[src/hw/rtl/pte_ram.sv]
// Generic single-write, single-read synchronous RAM with registered read data.
// No dependencies.
`default_nettype none
module pte_ram #(
  parameter int W = 1,
  parameter int D = 16
) (
  input  wire logic                 clk,
  input  wire logic                 we,
  input  wire logic [$clog2(D)-1:0] waddr,
  input  wire logic [W-1:0]         wdata,
  input  wire logic [$clog2(D)-1:0] raddr,
  output logic      [W-1:0]         rdata
);
  logic [W-1:0] mem [D];

  // write port, then registered read port
  always_ff @(posedge clk) begin
    if (we) begin
      mem[waddr] <= wdata;
    end
    rdata <= mem[raddr];
  end
endmodule
`default_nettype wire

[config.mk]
export PLATFORM = sky130hd
export DESIGN_NAME = pte_ram
export DESIGN_NICKNAME = d
export VERILOG_FILES = /design/src/hw/rtl/pte_ram.sv
export SDC_FILE = /design/constraint.sdc
export NUM_CORES = 1
export LEC_CHECK = 0
export BUFFER_PORTS_ARGS = -buffer_cell sky130_fd_sc_hd__buf_4
export CAP_MARGIN = 20
export CORE_UTILIZATION = 47
export CTS_BUF_LIST = sky130_fd_sc_hd__clkbuf_4 sky130_fd_sc_hd__clkbuf_8 sky130_fd_sc_hd__clkbuf_16
export CTS_CLUSTER_SIZE = 40
export DETAILED_ROUTE_END_ITERATION = 8
export PLACE_DENSITY = 0.8
export SYNTH_ARGS = -nofsm -noshare
export SYNTH_HDL_FRONTEND = slang
export SYNTH_SLANG_ARGS = --single-unit
[constraint.sdc]
create_clock -name clk -period 1.1 [get_ports clk]
set_input_delay 0 -clock clk [delete_from_list [all_inputs] [get_ports clk]]
set_output_delay 0 -clock clk [all_outputs]
set_load 0.01 [all_outputs]
==> out/summary.txt <==
R2R depth -> 3
Clk Latency, worst-skew pair -> 0.28 ns
fmax -> 0.849 GHz
total of max-cap violations -> 0
Post-synth ARST share -> 0
detailed-route DRC error count -> 0
RD Place Congestion -> 0.670
Die X-Extent -> 41.8 um
Worst Hold Launch -> wdata
CTS tree -> done
setup slack, reg-to-reg -> -0.08 ns
slew at the pin closest to its max-slew limit -> 0.248 ns
vias in the first global route -> 434
die height -> 41.8 um
Hold Path Class -> in -> reg
Yosys Warn Count -> 0
via count -> 437
Critical Path End Type -> flip-flop
mean area per synthesized cell -> 15.9 um^2
First-pass DRT Iterations -> 4
area leader, netlist -> edfxtp_1
register area share after synthesis -> 0.671
initial core utilization -> 0.501
pwr/cell area -> 1330 nW/um^2
Max Clock Skew -> 0.00224 ns
CTS H-tree lvls -> 1
Final nets -> 78
Antenna diodes -> 0
die area -> 1750 um^2
final worst path period need -> 1.18 ns
Critical Path Source Type -> flip-flop
io pins -> 12
first-pass GRT wire length -> 1930 um
hold path cells -> 1
Seq cells post-synth -> 17
syn nets -> 58
clock slew at reported path FFs -> 0.09 ns
CTS sink cnt -> 17
Syn Inst Count -> 47
Post-synth EDFFs -> 16
initial drt markers -> 17
status -> complete, but fails checks
site row count -> 14
Final Cycle Share -> 1.07
Clock Tree Root -> clkbuf_4
Pins Over Slew Limit -> 0
failing checks -> setup timing
worst hold endpoint -> mem[14]
required time of the critical path -> 1.28 ns
Post-Syn Area -> 746 um^2
wirelength, routed -> 1130 um
Critical Path AT -> 1.36 ns
synth cell count leaders -> edfxtp_1, nor2_1, mux4_1, nor3_1, mux2i_1
maximum fanout along the worst path -> 1
relative slew slack -> 0.834
largest net degree at the start of global routing -> 17
Worst Setup Path Type -> reg -> reg
HPWL Detailed -> 879 um
RSZ-0062 raised after global routing -> yes
most frequent cell after synthesis -> edfxtp_1
Final Setup Violations -> 1
drt wl/cell -> 13.8 um
layout cells sized above 1 -> 0.348
post_cts resized -> 0
area delta synth->final -> 20.1%
Synth top area share -> 0.644
cts bufs inserted -> 3
initial antenna violation count -> 0
VDD IR max -> 0.901 mV
worst r2r dst -> rdata
Tot GR Track Use -> 0.153
synth unique cells -> 11
GRT overflow -> 0
Area contributors post-synth -> edfxtp_1, mux4_1, nor2_1, mux2i_1, dfxtp_1
Max Buffers Root-to-Sink -> 2
Via density -> 5.33
Buffers on Ports -> 11
worst flop-to-flop path startpoint -> mem[8]
final hold violations -> 0
Worst Setup Slack post-DPL -> -0.0889 ns
leak pwr -> 0.000318 uW
core box area -> 1490 um^2
Synth Flop Type -> edfxtp_1
final worst slack -> -0.0782 ns
Fin Setup TNS -> -0.0782 ns
post-route antenna net violation count -> 0
==> flip-flops by register name, indices dropped and copies added, names as in the netlist <==
signal and flops:
mem 16, rdata 1
==> per-stage QoR <==
step                instance area, um^2  hold slack (ns)  power [uW]  instances  utilization
floorplan                           731           0.0989         790         47            -
global placement                    856            0.198         859         77        0.575
detailed placement                  856            0.206         863         77        0.575
CTS                                 896         0.000930        1200         82        0.602
global route                        896          0.00251        1250         82        0.602
finish                              896          0.00873        1190         82        0.602
==> critical path, cell delays in order (launching register included) <==
cell and delay (ns):
edfxtp_1 0.39, mux4_2 0.46, mux2i_1 0.14, mux2i_1 0.08
==> cell families after synthesis <==
group / share of synthesized area
flip-flops: 0.671
multiplexers: 0.181
AND/OR/NAND/NOR: 0.148
==> power by group <==
group / total [uW] / switching, uW / internal (uW)
registers: 727 / 4.19 / 723
logic: 122 / 54.3 / 67.9
clock network: 344 / 178 / 166
==> layout make-up <==
cell class / count / area, um^2
Fill cell: 107 / 593
Tap cell: 16 / 20.0
Multi-Input combinational cell: 30 / 230
Clock buffer: 4 / 30.0
Sequential cell: 17 / 500
Timing Repair Buffer: 15 / 115
==> worst max-delay path by stage <==
stage	from	endpoint	slack (ns)
6_report	mem[8]	rdata	-0.08
5_1_grt	mem[15]	rdata	-0.18
4_1_cts	mem[11]	rdata	-0.1
3_5_place_dp	mem[11]	rdata	-0.09
3_3_place_gp	mem[7]	rdata	-0.06
2_1_floorplan	mem[15]	rdata	-0.004
==> cell usage in the layout (no fill, tap or decap), drive strengths merged <==
cell type	instances
nor2	12
nand2	1
nand3b	2
nand2b	2
nand3	1
dfxtp	1
edfxtp	16
nor3	4
mux4	4
mux2i	3
dlygate4sd3	1
clkbuf	4
buf	14
or3b	1
==> repair_timing <==
action | CTS | global route
gates cloned | 0 | 0
hold buffers | 1 | 0
endpoints found under the hold margin | 1 | 0
setup buffers | 0 | 0
setup endpoints to repair | 1 | 1
==> metal layers <==
layer,global-route usage,up-vias,share of wire
met5,0,-,0
met2,0.228,16,0.50
met4,0.0774,0,0.015
met3,0.0391,2,0.044
li1,-,218,-
met1,0.208,201,0.43
No activity file was read; power rests on OpenSTA's default activity.
